**config.mk**
```make
export PLATFORM = sky130hd
export DESIGN_NAME = khfe_queue
export DESIGN_NICKNAME = d
export VERILOG_FILES = /design/src/design/khfe_pkg.sv /design/src/design/khfe_queue.sv
export SDC_FILE = /design/constraint.sdc
export NUM_CORES = 1
export LEC_CHECK = 0
export ABC_AREA = 1
export BUFFER_PORTS_ARGS = -buffer_cell sky130_fd_sc_hd__buf_2
export CORE_ASPECT_RATIO = 0.6
export CORE_MARGIN = 1
export CORE_UTILIZATION = 30
export CTS_CLUSTER_DIAMETER = 30
export CTS_CLUSTER_SIZE = 14
export DETAILED_ROUTE_END_ITERATION = 8
export PLACE_DENSITY = 0.51
export RECOVER_POWER = 25
export SKIP_LAST_GASP = 1
export SLEW_MARGIN = 20
export SYNTH_ARGS = -nofsm -noshare
export SYNTH_HDL_FRONTEND = slang
export SYNTH_SLANG_ARGS = --single-unit
```
**constraint.sdc**
```tcl
create_clock -name clk -period 3.47 [get_ports clk]
set_input_delay 0.694 -clock clk [delete_from_list [all_inputs] [get_ports clk]]
set_output_delay 0.694 -clock clk [all_outputs]
set_load 0.02 [all_outputs]
```
**src/design/khfe_pkg.sv**
```systemverilog
// shared types, constants and helpers for the free energy accumulator
// no dependencies
package khfe_pkg;

  localparam int FRAC_BITS = 16;
  localparam int QDEPTH    = 4;
  localparam int QPTR_W    = $clog2(QDEPTH);
  localparam int QCNT_W    = $clog2(QDEPTH + 1);

  localparam logic [63:0] MAG_POS_MAX = 64'h7fff_ffff_ffff_ffff;
  localparam logic [63:0] MAG_NEG_MAX = 64'h8000_0000_0000_0000;

  typedef struct packed {
    logic signed [63:0] site_sum;
    logic [31:0]        density;
    logic [7:0]         multiplicity;
    logic               final_site;
  } khfe_entry_t;

  typedef struct packed {
    logic [QCNT_W-1:0] count;
    logic              empty;
  } khfe_qstat_t;

  function automatic logic signed [63:0] sat_add64(input logic signed [63:0] a,
                                                   input logic signed [63:0] b);
    logic signed [64:0] s;
    s = {a[63], a} + {b[63], b};
    if (s[64] != s[63]) begin
      return s[64] ? $signed(MAG_NEG_MAX) : $signed(MAG_POS_MAX);
    end
    return s[63:0];
  endfunction

endpackage

```
**src/design/khfe_queue.sv**
```systemverilog
// short queue of closed sites between the front and back ends
// depends on khfe_pkg
module khfe_queue
  import khfe_pkg::*;
(
  input  logic        clk,
  input  logic        rst_n,
  input  logic        push,
  input  khfe_entry_t push_entry,
  input  logic        pop,
  output khfe_entry_t pop_entry,
  output khfe_qstat_t qstat
);

  khfe_entry_t       mem_r [QDEPTH];
  logic [QPTR_W-1:0] wr_ptr_r;
  logic [QPTR_W-1:0] rd_ptr_r;
  logic [QCNT_W-1:0] count_r;

  assign pop_entry   = mem_r[rd_ptr_r];
  assign qstat.count = count_r;
  assign qstat.empty = count_r == '0;

  always_ff @(posedge clk) begin
    if (!rst_n) begin
      wr_ptr_r <= '0;
      rd_ptr_r <= '0;
      count_r  <= '0;
    end else begin
      if (push) begin
        wr_ptr_r <= wr_ptr_r + 1'b1;
      end
      if (pop) begin
        rd_ptr_r <= rd_ptr_r + 1'b1;
      end
      if (push && !pop) begin
        count_r <= count_r + 1'b1;
      end else if (pop && !push) begin
        count_r <= count_r - 1'b1;
      end
    end
    if (push) begin
      mem_r[wr_ptr_r] <= push_entry;
    end
  end

`ifndef ASSERT_OFF
  a_no_overflow: assert property (@(posedge clk) disable iff (!rst_n)
    push && !pop |-> count_r < QCNT_W'(QDEPTH))
    else $error("queue push while full");
  a_no_underflow: assert property (@(posedge clk) disable iff (!rst_n)
    pop |-> count_r != '0)
    else $error("queue pop while empty");
`endif

endmodule

```
==> impl_metrics.csv <==
group,metric,value,unit
grt,grt.met1_usage,18.70,%
worst_setup_path,cp_num_buf_inv,3,
worst_hold_path,hold_path_class,"primary input to register",
synth,synth_area_leaders,"edfxtp_1 (78%), nor2_1 (5.0%), o22ai_1 (4.1%)",
finish,final_nets,1431,
worst_setup_path,crit_chain,"inv_6 > buf_4 > nor2_1 > o22ai_1 > buf_2",
sta,hold_slack,0.3444,ns
synth,ys_async_sr_fraction,0,%
sta,final_hold_viol_count,0,
clock_tree,cts_tree,"yes",
clock_tree,clockBufferDepth,3,
clock_tree,post_cts_resized,0,
clock_tree,cts_hold_buf,0,
sta,finalWorstSetupSlack,0.3942,ns
worst_setup_path,start_kind,"register",
grt,grt_use_met2,21.82,%
grt,grt_busiest_layer,"met2",
sta,fin_crit_sh,88.64,%
synth,synth_fp_nets,1187,
grt,grt_pass1_wl,57.90,mm
grt,gr-total-overflow,0,
place,io_buffers,217,
synth,synth_top_cell_area_share,78.39,%
place,place_congestion,0.7597,
sta,max_freq,0.3251,GHz
clock_tree,clock_sinks,429,
grt,met3_usage,4.032,%
grt,antenna_found_initial,5,
outcome,violations,"DRC",
synth,yosysSeqAreaShare,79.51,%
worst_setup_path,path_class,"register to primary output",
worst_setup_path,worst_setup_path_end_kind,"primary output",
finish,drive_gt1_share,22.16,%
place,place_area,17840,um2
synth,ys_seq_elements,429,
clock_tree,cts_setup_buffers,0,
sta,worst-slew-pin-transition,0.8490,ns
floorplan,core,52780,um2
sta,fin_crit,3.076,ns
finish,fill_cells,4963,
job,drv_cap,0,
clock_tree,clkTransAtPathRegs,0.05,ns
detailed_routing,remaining_drc_errors,40,
worst_setup_path,slowest_stage,"dfxtp_4",
sta,max_slew_margin,43.40,%
floorplan,rows,65,
clock_tree,cts.root.buffer_cell,"clkbuf_16",
clock_tree,cts_made_buffers,73,
synth,synth_edf_count,420,
sta,finalSetupTns,0,ns
floorplan,die_area,54590,um2
synth,yosysMostFrequentCell,"edfxtp_1",
worst_setup_path,critPathMaxFanout,58,
detailed_routing,first_iter_violations,459,
worst_setup_path,arrival,2.38,ns
floorplan,io-pin-count,218,
detailed_routing,viasPerCell,4.662,
floorplan,die_h,181.4,um
sta,setup_viol,0,
detailed_routing,first_pass_iters,7,
sta,final-max-slew-violation-count,0,
clock_tree,htreeDepth,3,
synth,synth_cells,1072,
sta,rsz0062_at_grt,"false",
finish,final_cell_area,20240,um2
synth,yosys-top-cells-count,"edfxtp_1 (420), nor2_1 (215), o21ai_0 (112), o22ai_1 (105), o21ai_1 (99)",
synth,ys_warn_count,0,
synth,syn_area,16090,um2
worst_setup_path,crit_required,2.78,ns
detailed_routing,ant_nets,0,
grt,grt_start_max_net_pins,101,
place,post-dp-hpwl,20.94,mm
place,place_ws,0.9127,ns
synth,yosysTopAreaCell,"edfxtp_1",
detailed_routing,via_count,9687,
detailed_routing,wl,38.20,mm
sta,finClkSkew,0.02034,ns
detailed_routing,wl_per_cell,18.38,um
synth,syn_avg_cell_area,15.01,um2
power_and_ir_drop,leakage,6.941,nW
grt,grt_usage,13.94,%
synth,synthDistinctLibCells,24,
finish,area_delta_synth_final,25.77,%
worst_setup_path,slowest_delay,0.44,ns
floorplan,die_w,301.0,um
clock_tree,worstSkewPairLatency,0.58,ns
worst_setup_path,cp_top_family,"buffers and inverters",
power_and_ir_drop,power.density,708.5,nW/um2
synth,ys.flop_type,"edfxtp_1",
floorplan,start_util,30.48,%
power_and_ir_drop,peakVddDrop,0.3848,mV
outcome,status,"finished, violations left",
grt,grt_pass1_vias,9744,
[kinds of logic after synthesis]
logic type,Yosys count,synth area share (%)
simple gates,227,5.327
compound gates,325,11.04
buf+inv,85,3.608
flops,429,79.51
fa+ha+maj,6,0.5133
[worst reg2reg max path, cell delays in order, from the launching register on]
cell and delay, ns:
dfxtp_1 0.32, inv_1 0.11, ha_1 0.15, nand2_1 0.08, inv_4 0.39, buf_4 0.46
[through the flow]
step | cells | power [W] | util, %
2_1_floorplan | 1072 | 0.006834 | -
5_1_grt | 2075 | 0.01486 | 38.32
3_5_place_dp | 1944 | 0.007305 | 33.80
4_1_cts | 2075 | 0.01456 | 38.49
3_3_place_gp | 1944 | 0.007293 | 33.80
6_report | 2078 | 0.01434 | 38.34
[routing by layer]
| layer | wire length (um) | vias up |
|---|---|---|
| li1 | - | 4583 |
| met1 | 17400 | 4809 |
| met2 | 17800 | 225 |
| met3 | 2231 | 64 |
| met4 | 734 | 6 |
| met5 | 37 | - |
[cells in the final DEF, fill, tap and decap left out, drive strengths merged]
cell type | netlist | final
inv | 17 | 33
nand4 | 1 | 1
edfxtp | 420 | 420
clkbuf | 23 | 146
nand2 | 9 | 9
diode | 0 | 3
a21oi | 4 | 4
nor2 | 215 | 215
ha | 5 | 5
o22ai | 105 | 105
fa | 1 | 1
o21ai | 216 | 216
clkinvlp | 0 | 7
buf | 45 | 167
bufinv | 0 | 9
nand3 | 1 | 1
dfxtp | 9 | 9
nor3 | 1 | 1
clkinv | 0 | 23
[where the power goes]
part           switching (W)  leakage, nW  internal [W]  total, W
sequential         0.0000566         3.93       0.00593   0.00599
clock                0.00254         1.21       0.00463   0.00717
combinational       0.000843         1.80      0.000337   0.00118
[flip-flops by register name (all words and copies together), names as in the netlist, named ones only]
name / flops
count_r: 3
mem_r: 420
rd_ptr_r: 2
wr_ptr_r: 2
[worst paths after layout]
path	slack, ns	endpoint	depth (start not counted)	start
setup reg to reg	1.58	mem_r[2][53]	5	wr_ptr_r[0]
hold reg to reg	0.45	register	1	rd_ptr_r[1]
setup / recovery	0.39	pop_entry[13]	5	register
hold / removal	0.34	mem_r[0][99]	1	push_entry[99]
[cell type report]
type / count / area [um2] / share of cell area [%]
Timing Repair Buffer: 237 / 1274 / 6.294
Sequential cell: 429 / 12800 / 63.25
Multi-Input combinational cell: 558 / 2716 / 13.42
Inverter: 17 / 81.33 / 0.4019
Clock inverter: 55 / 618.1 / 3.054
Antenna cell: 3 / 7.507 / 0.03710
Clock buffer: 76 / 1859 / 9.188
Tap cell: 703 / 879.6 / 4.347
Note: power is estimated with default switching activity, not from simulation.
