## config.mk

```make
export PLATFORM = sky130hd
export DESIGN_NAME = khfe_back
export DESIGN_NICKNAME = d
export VERILOG_FILES = /design/src/design/khfe_pkg.sv /design/src/design/khfe_back.sv
export SDC_FILE = /design/constraint.sdc
export NUM_CORES = 2
export LEC_CHECK = 0
export BUFFER_PORTS_ARGS = -buffer_cell sky130_fd_sc_hd__buf_2
export CAP_MARGIN = 5
export CORE_MARGIN = 2
export CORE_UTILIZATION = 35
export DETAILED_ROUTE_END_ITERATION = 16
export GPL_ROUTABILITY_DRIVEN = 0
export PLACE_DENSITY = 0.59
export SLEW_MARGIN = 5
export SYNTH_ARGS = -nofsm -noshare
export SYNTH_HDL_FRONTEND = slang
export SYNTH_SLANG_ARGS = --single-unit
```

## constraint.sdc

```tcl
create_clock -name clk -period 16.6 [get_ports clk]
set_clock_uncertainty 0.15 [all_clocks]
set_input_delay 1.66 -clock clk [delete_from_list [all_inputs] [get_ports clk]]
set_output_delay 1.66 -clock clk [all_outputs]
set_load 0.01 [all_outputs]
```

## src/design/khfe_pkg.sv

```systemverilog
// shared types, constants and helpers for the free energy accumulator
// no dependencies
package khfe_pkg;

  localparam int FRAC_BITS = 16;
  localparam int QDEPTH    = 4;
  localparam int QPTR_W    = $clog2(QDEPTH);
  localparam int QCNT_W    = $clog2(QDEPTH + 1);

  localparam logic [63:0] MAG_POS_MAX = 64'h7fff_ffff_ffff_ffff;
  localparam logic [63:0] MAG_NEG_MAX = 64'h8000_0000_0000_0000;

  typedef struct packed {
    logic signed [63:0] site_sum;
    logic [31:0]        density;
    logic [7:0]         multiplicity;
    logic               final_site;
  } khfe_entry_t;

  typedef struct packed {
    logic [QCNT_W-1:0] count;
    logic              empty;
  } khfe_qstat_t;

  function automatic logic signed [63:0] sat_add64(input logic signed [63:0] a,
                                                   input logic signed [63:0] b);
    logic signed [64:0] s;
    s = {a[63], a} + {b[63], b};
    if (s[64] != s[63]) begin
      return s[64] ? $signed(MAG_NEG_MAX) : $signed(MAG_POS_MAX);
    end
    return s[63:0];
  endfunction

endpackage

```

## src/design/khfe_back.sv

```systemverilog
// back end: scales each closed site sum and updates the running total
// depends on khfe_pkg; one shared 32x32 multiplier, four partial products per step
module khfe_back
  import khfe_pkg::*;
(
  input  logic               clk,
  input  logic               rst_n,
  input  logic [31:0]        thermal_energy,
  input  logic [31:0]        cell_volume,
  input  khfe_qstat_t        qstat,
  input  khfe_entry_t        pop_entry,
  output logic               pop,
  output logic               out_valid,
  input  logic               out_stall,
  output logic signed [63:0] out_site_sum,
  output logic signed [63:0] out_free_energy,
  output logic               out_final_res
);

  typedef enum logic [2:0] {
    ST_IDLE,
    ST_MUL,
    ST_ROUND,
    ST_TOTAL,
    ST_EMIT
  } state_t;

  localparam logic [2:0]   CNT_LAST = 3'd4;
  localparam logic [1:0]   STEP_MULT = 2'd2;
  localparam logic [1:0]   STEP_LAST = 2'd3;
  localparam logic [127:0] RND_ADD = (128'd1 << FRAC_BITS) - 128'd1;

  state_t             state_r, state_nxt;
  logic [1:0]         step_r, step_nxt;
  logic [2:0]         cnt_r, cnt_nxt;
  logic [63:0]        opa_r, opa_nxt;
  logic [63:0]        opb_r, opb_nxt;
  logic               neg_r, neg_nxt;
  logic [127:0]       acc_r, acc_nxt;
  logic [63:0]        prod_r, prod_nxt;
  logic [1:0]         pshift_r, pshift_nxt;
  logic signed [63:0] site_r, site_nxt;
  logic [7:0]         mult_r, mult_nxt;
  logic               final_r, final_nxt;
  logic signed [63:0] total_r, total_nxt;
  logic               out_valid_r, out_valid_nxt;
  logic signed [63:0] out_sum_r, out_sum_nxt;
  logic signed [63:0] out_fe_r, out_fe_nxt;
  logic               out_final_r, out_final_nxt;

  logic [31:0]        a_half_w;
  logic [31:0]        b_half_w;
  logic [127:0]       shifted_w;
  logic [127:0]       rnd_w;
  logic [127:0]       q_w;
  logic [63:0]        mag_w;
  logic               res_neg_w;
  logic [63:0]        site_mag_w;
  logic               emit_w;

  assign a_half_w = cnt_r[0] ? opa_r[63:32] : opa_r[31:0];
  assign b_half_w = cnt_r[1] ? opb_r[63:32] : opb_r[31:0];
  assign site_mag_w = site_r[63] ? 64'(-site_r) : site_r;
  assign emit_w = !out_valid_r || !out_stall;

  always_comb begin
    case (pshift_r)
      2'd0:    shifted_w = {64'd0, prod_r};
      2'd1:    shifted_w = {32'd0, prod_r, 32'd0};
      default: shifted_w = {prod_r, 64'd0};
    endcase
  end

  always_comb begin
    rnd_w     = acc_r + ((neg_r && step_r != STEP_MULT) ? RND_ADD : 128'd0);
    q_w       = (step_r == STEP_MULT) ? rnd_w : (rnd_w >> FRAC_BITS);
    mag_w     = (|q_w[127:63]) ? (neg_r ? MAG_NEG_MAX : MAG_POS_MAX) : q_w[63:0];
    res_neg_w = neg_r && (mag_w != '0);
  end

  always_comb begin
    state_nxt     = state_r;
    step_nxt      = step_r;
    cnt_nxt       = cnt_r;
    opa_nxt       = opa_r;
    opb_nxt       = opb_r;
    neg_nxt       = neg_r;
    acc_nxt       = acc_r;
    prod_nxt      = prod_r;
    pshift_nxt    = pshift_r;
    site_nxt      = site_r;
    mult_nxt      = mult_r;
    final_nxt     = final_r;
    total_nxt     = total_r;
    out_valid_nxt = out_valid_r && out_stall;
    out_sum_nxt   = out_sum_r;
    out_fe_nxt    = out_fe_r;
    out_final_nxt = out_final_r;
    pop           = 1'b0;
    case (state_r)
      ST_IDLE: begin
        if (!qstat.empty) begin
          pop       = 1'b1;
          site_nxt  = pop_entry.site_sum;
          mult_nxt  = pop_entry.multiplicity;
          final_nxt = pop_entry.final_site;
          opa_nxt   = {32'd0, thermal_energy};
          opb_nxt   = {32'd0, pop_entry.density};
          neg_nxt   = 1'b0;
          step_nxt  = '0;
          cnt_nxt   = '0;
          state_nxt = ST_MUL;
        end
      end
      ST_MUL: begin
        if (cnt_r != CNT_LAST) begin
          prod_nxt   = a_half_w * b_half_w;
          pshift_nxt = {1'b0, cnt_r[0]} + {1'b0, cnt_r[1]};
        end
        acc_nxt = (cnt_r == '0) ? '0 : acc_r + shifted_w;
        if (cnt_r == CNT_LAST) begin
          state_nxt = ST_ROUND;
        end else begin
          cnt_nxt = cnt_r + 1'b1;
        end
      end
      ST_ROUND: begin
        opa_nxt  = mag_w;
        neg_nxt  = res_neg_w;
        cnt_nxt  = '0;
        step_nxt = step_r + 1'b1;
        case (step_r)
          2'd0: begin
            opb_nxt = site_mag_w;
            neg_nxt = site_r[63];
          end
          2'd1:    opb_nxt = {56'd0, mult_r};
          2'd2:    opb_nxt = {32'd0, cell_volume};
          default: opb_nxt = opb_r;
        endcase
        state_nxt = (step_r == STEP_LAST) ? ST_TOTAL : ST_MUL;
      end
      ST_TOTAL: begin
        total_nxt = sat_add64(total_r, neg_r ? $signed(64'(-opa_r)) : $signed(opa_r));
        state_nxt = ST_EMIT;
      end
      ST_EMIT: begin
        if (emit_w) begin
          out_valid_nxt = 1'b1;
          out_sum_nxt   = site_r;
          out_fe_nxt    = total_r;
          out_final_nxt = final_r;
          if (final_r) begin
            total_nxt = '0;
          end
          state_nxt = ST_IDLE;
        end
      end
      default: state_nxt = ST_IDLE;
    endcase
  end

  always_ff @(posedge clk) begin
    if (!rst_n) begin
      state_r     <= ST_IDLE;
      step_r      <= '0;
      cnt_r       <= '0;
      total_r     <= '0;
      out_valid_r <= 1'b0;
    end else begin
      state_r     <= state_nxt;
      step_r      <= step_nxt;
      cnt_r       <= cnt_nxt;
      total_r     <= total_nxt;
      out_valid_r <= out_valid_nxt;
    end
    opa_r       <= opa_nxt;
    opb_r       <= opb_nxt;
    neg_r       <= neg_nxt;
    acc_r       <= acc_nxt;
    prod_r      <= prod_nxt;
    pshift_r    <= pshift_nxt;
    site_r      <= site_nxt;
    mult_r      <= mult_nxt;
    final_r     <= final_nxt;
    out_sum_r   <= out_sum_nxt;
    out_fe_r    <= out_fe_nxt;
    out_final_r <= out_final_nxt;
  end

  assign out_valid       = out_valid_r;
  assign out_site_sum    = out_sum_r;
  assign out_free_energy = out_fe_r;
  assign out_final_res   = out_final_r;

`ifndef ASSERT_OFF
  a_total_cleared: assert property (@(posedge clk) disable iff (!rst_n)
    state_r == ST_EMIT && emit_w && final_r |=> total_r == '0)
    else $error("total not cleared after final site");
  a_valid_from_emit: assert property (@(posedge clk) disable iff (!rst_n)
    $rose(out_valid_r) |-> $past(state_r) == ST_EMIT)
    else $error("result raised outside emit");
`endif

endmodule

```

==> flow_summary.yaml <==
outcome:
  status: "completed"
drt:
  via_per_inst: 5.581
  first_pass_iters: 9
  via_count: 61840
  routed_wl_mm: 253.0
  drc_errors: 0
  routedWlPerCell_um: 22.83
  postRouteAntennaNets: 0
  drtIter0Drc: 6526
placed_design:
  io_buffers: 303
  dp_slack_ps: 5619
  dp_cells: 10940
  dp_hpwl_mm: 200.7
cts:
  clock_latency_ps: 690
  cts.sinks: 598
  cts_tree: "done"
  cts_resized: 0
  cts_setup_buffers: 0
  cts_buffers: 71
  htree_num_levels: 3
  clk_path_buf_depth: 3
  path_clk_slew_ps: 60
  hold_buffers: 0
  root_buffer: "clkbuf_16"
timing:
  relSlewSlack_pct: 10.15
  rsz0062_at_grt: "no"
  finalCritPeriodShare_pct: 67.03
  finalSetupViolCount: 0
  worst_pin_slew_ps: 1314
  slew_viol_final: 0
  finalHoldViolCount: 0
  worst_slack_ps: 5474
  min_period_ps: 11130
  tns_ps: 0
  fmax_ghz: 0.08988
min_path:
  worstHoldEndpoint: "out_free_energy[8]"
  hold_class: "reg -> reg"
  min_from: "total_r[8]"
  hold_depth: 0
synth:
  synthCells: 8152
  synth_edf_count: 525
  yosys.area_share.adder_pct: 32.72
  async_flop_share_pct: 0
  ys_ff_latch: 598
  ys.flop_type: "edfxtp_1"
  synth_top_family_by_area: "adder cells"
  synth-simple-area-share_pct: 17.07
  ys_seq_area_share_pct: 23.51
  synth_compound_area_share_pct: 11.50
  syn_avg_cell_area_um2: 8.989
  syn-num-nets: 9705
  synth_mux_area_share_pct: 2.730
  synthXorXnorAreaFrac_pct: 5.546
  ys_warn_count: 0
  synthDistinctLibCells: 84
  netlist_area_um2: 73280
floorplan:
  start_util_pct: 35.28
  io-pin-count: 307
  num_rows: 167
  die_h_um: 461.6
  dieArea_um2: 213000
  die_width_um: 461.6
  core_area_um2: 207700
critical_path:
  crit_top_cell: "fa_1"
  crit_type: "reg -> reg"
  r2r_setup_slack_ps: 5470
  arrival_ps: 11410
  endpoint_kind: "flip-flop"
  r2r_end: "prod_r[61]"
  crit_start: "cnt_r[1]"
  worstSetupStartpointType: "flip-flop"
  cp_slowest_cell: "buf_4"
  cp.required_ps: 16880
  r2r_cells: 30
  cpPeakStageDelay_ps: 730
  worstPathMaxFanout: 49
  rr_startpoint: "cnt_r[1]"
cells_and_area:
  fillers: 20840
  nets: 9782
  fin_cells: 11080
  final_layout_size_suffix_gt1_share_pct: 8.352
  area_growth_pct: 9.412
job:
  maxCapViolCount: 0
grt:
  grt_pass1_vias: 61360
  antenna_found_initial: 12
  grt_pass1_wl_mm: 380.0
  grtUsageTotal_pct: 23.58
  grt_max_degree: 77
  grt_overflow: 0
cell usage in the layout, fill, tap and decap left out, drive strengths merged, types with 192 or more instances in the layout:
| cell | n |
|---|---|
| a21oi | 379 |
| buf | 410 |
| edfxtp | 525 |
| fa | 899 |
| ha | 478 |
| inv | 947 |
| nand2 | 935 |
| nor2 | 1089 |
| o21ai | 385 |
| xnor2 | 272 |
| xor2 | 192 |
kinds of logic after synthesis:
logic type,Yosys count
AND/OR/NAND/NOR,2818
buffers and inverters,1348
flip-flops,598
AO/OA/AOI/OAI,1356
XOR/XNOR,464
multiplexers,191
adder cells (fa/ha/maj),1377
synth_stat cells, drive strengths merged (181+ instances only):
| library cell | instances | area share (%) |
|---|---|---|
| inv | 942 | 4.8 |
| a21o | 181 | 1.9 |
| xnor2 | 272 | 3.3 |
| nor2 | 1089 | 5.6 |
| clkbuf | 380 | 1.9 |
| edfxtp | 525 | 22 |
| a21oi | 379 | 2.6 |
| fa | 899 | 25 |
| o21ai | 385 | 2.6 |
| nand2 | 935 | 4.8 |
| xor2 | 192 | 2.3 |
| ha | 478 | 8.2 |
worst max-delay path by stage:
stage          slack, ps  depth (start not counted)    endpoint
6_report            5470                         30  prod_r[61]
5_1_grt             5020                         29  prod_r[62]
2_1_floorplan       2090                          6    cnt_r[2]
4_1_cts             5560                         30  prod_r[61]
3_5_place_dp        5620                         30  prod_r[61]
3_3_place_gp        5660                         28  prod_r[61]
layer usage:
metal | vias up | wire [um] | GRT usage (%)
li1 | 27310 | - | -
met1 | 30440 | 101300 | 31.09
met2 | 3381 | 109900 | 36.34
met3 | 702 | 27810 | 5.912
met4 | 12 | 13830 | 10.84
met5 | - | 128 | 0.2036
sequential cells by signal, summed over array words and instances (netlist names), 2 cells and up:
name	cells
acc_r	128
opa_r	64
opb_r	64
out_free_energy	64
out_site_sum	64
prod_r	64
site_r	64
total_r	64
mult_r	8
cnt_r	3
state_r	3
pshift_r	2
step_r	2
metrics by stage:
stage | area (um^2) | hold slack, ps | util (%)
floorplan | 73280 | 276.7 | -
global placement | 77910 | 304.3 | 37.51
detailed placement | 77910 | 305.3 | 37.51
CTS | 80160 | 322.3 | 38.59
global route | 80160 | 343.3 | 38.59
finish | 80170 | 326.9 | 38.60
final cells by class:
| cell class | instances | area (um^2) | area share, % |
|---|---|---|---|
| flip-flops and latches | 598 | 17230 | 21.50 |
| inverters | 942 | 3536 | 4.410 |
| clock inverters | 39 | 362.8 | 0.4526 |
| diodes | 7 | 17.52 | 0.02185 |
| multi-input cells | 6206 | 51340 | 64.03 |
| well taps | 2788 | 3488 | 4.351 |
| clock buffers | 90 | 1879 | 2.344 |
| repair buffers | 410 | 2320 | 2.893 |
worst max-delay path, delay by kind of cell (launching register included):
family                   cells  cell delay (ps)
adder cells (fa/ha/maj)      9             4440
AO/OA/AOI/OAI               10             2980
buffers and inverters        6             1400
AND/OR/NAND/NOR              3              870
flip-flops                   1              510
multiplexers                 1              340
XOR/XNOR                     1               80
Power is not shown: default switching activity piles up to over one toggle a cycle in this logic, so the estimate is an artifact.
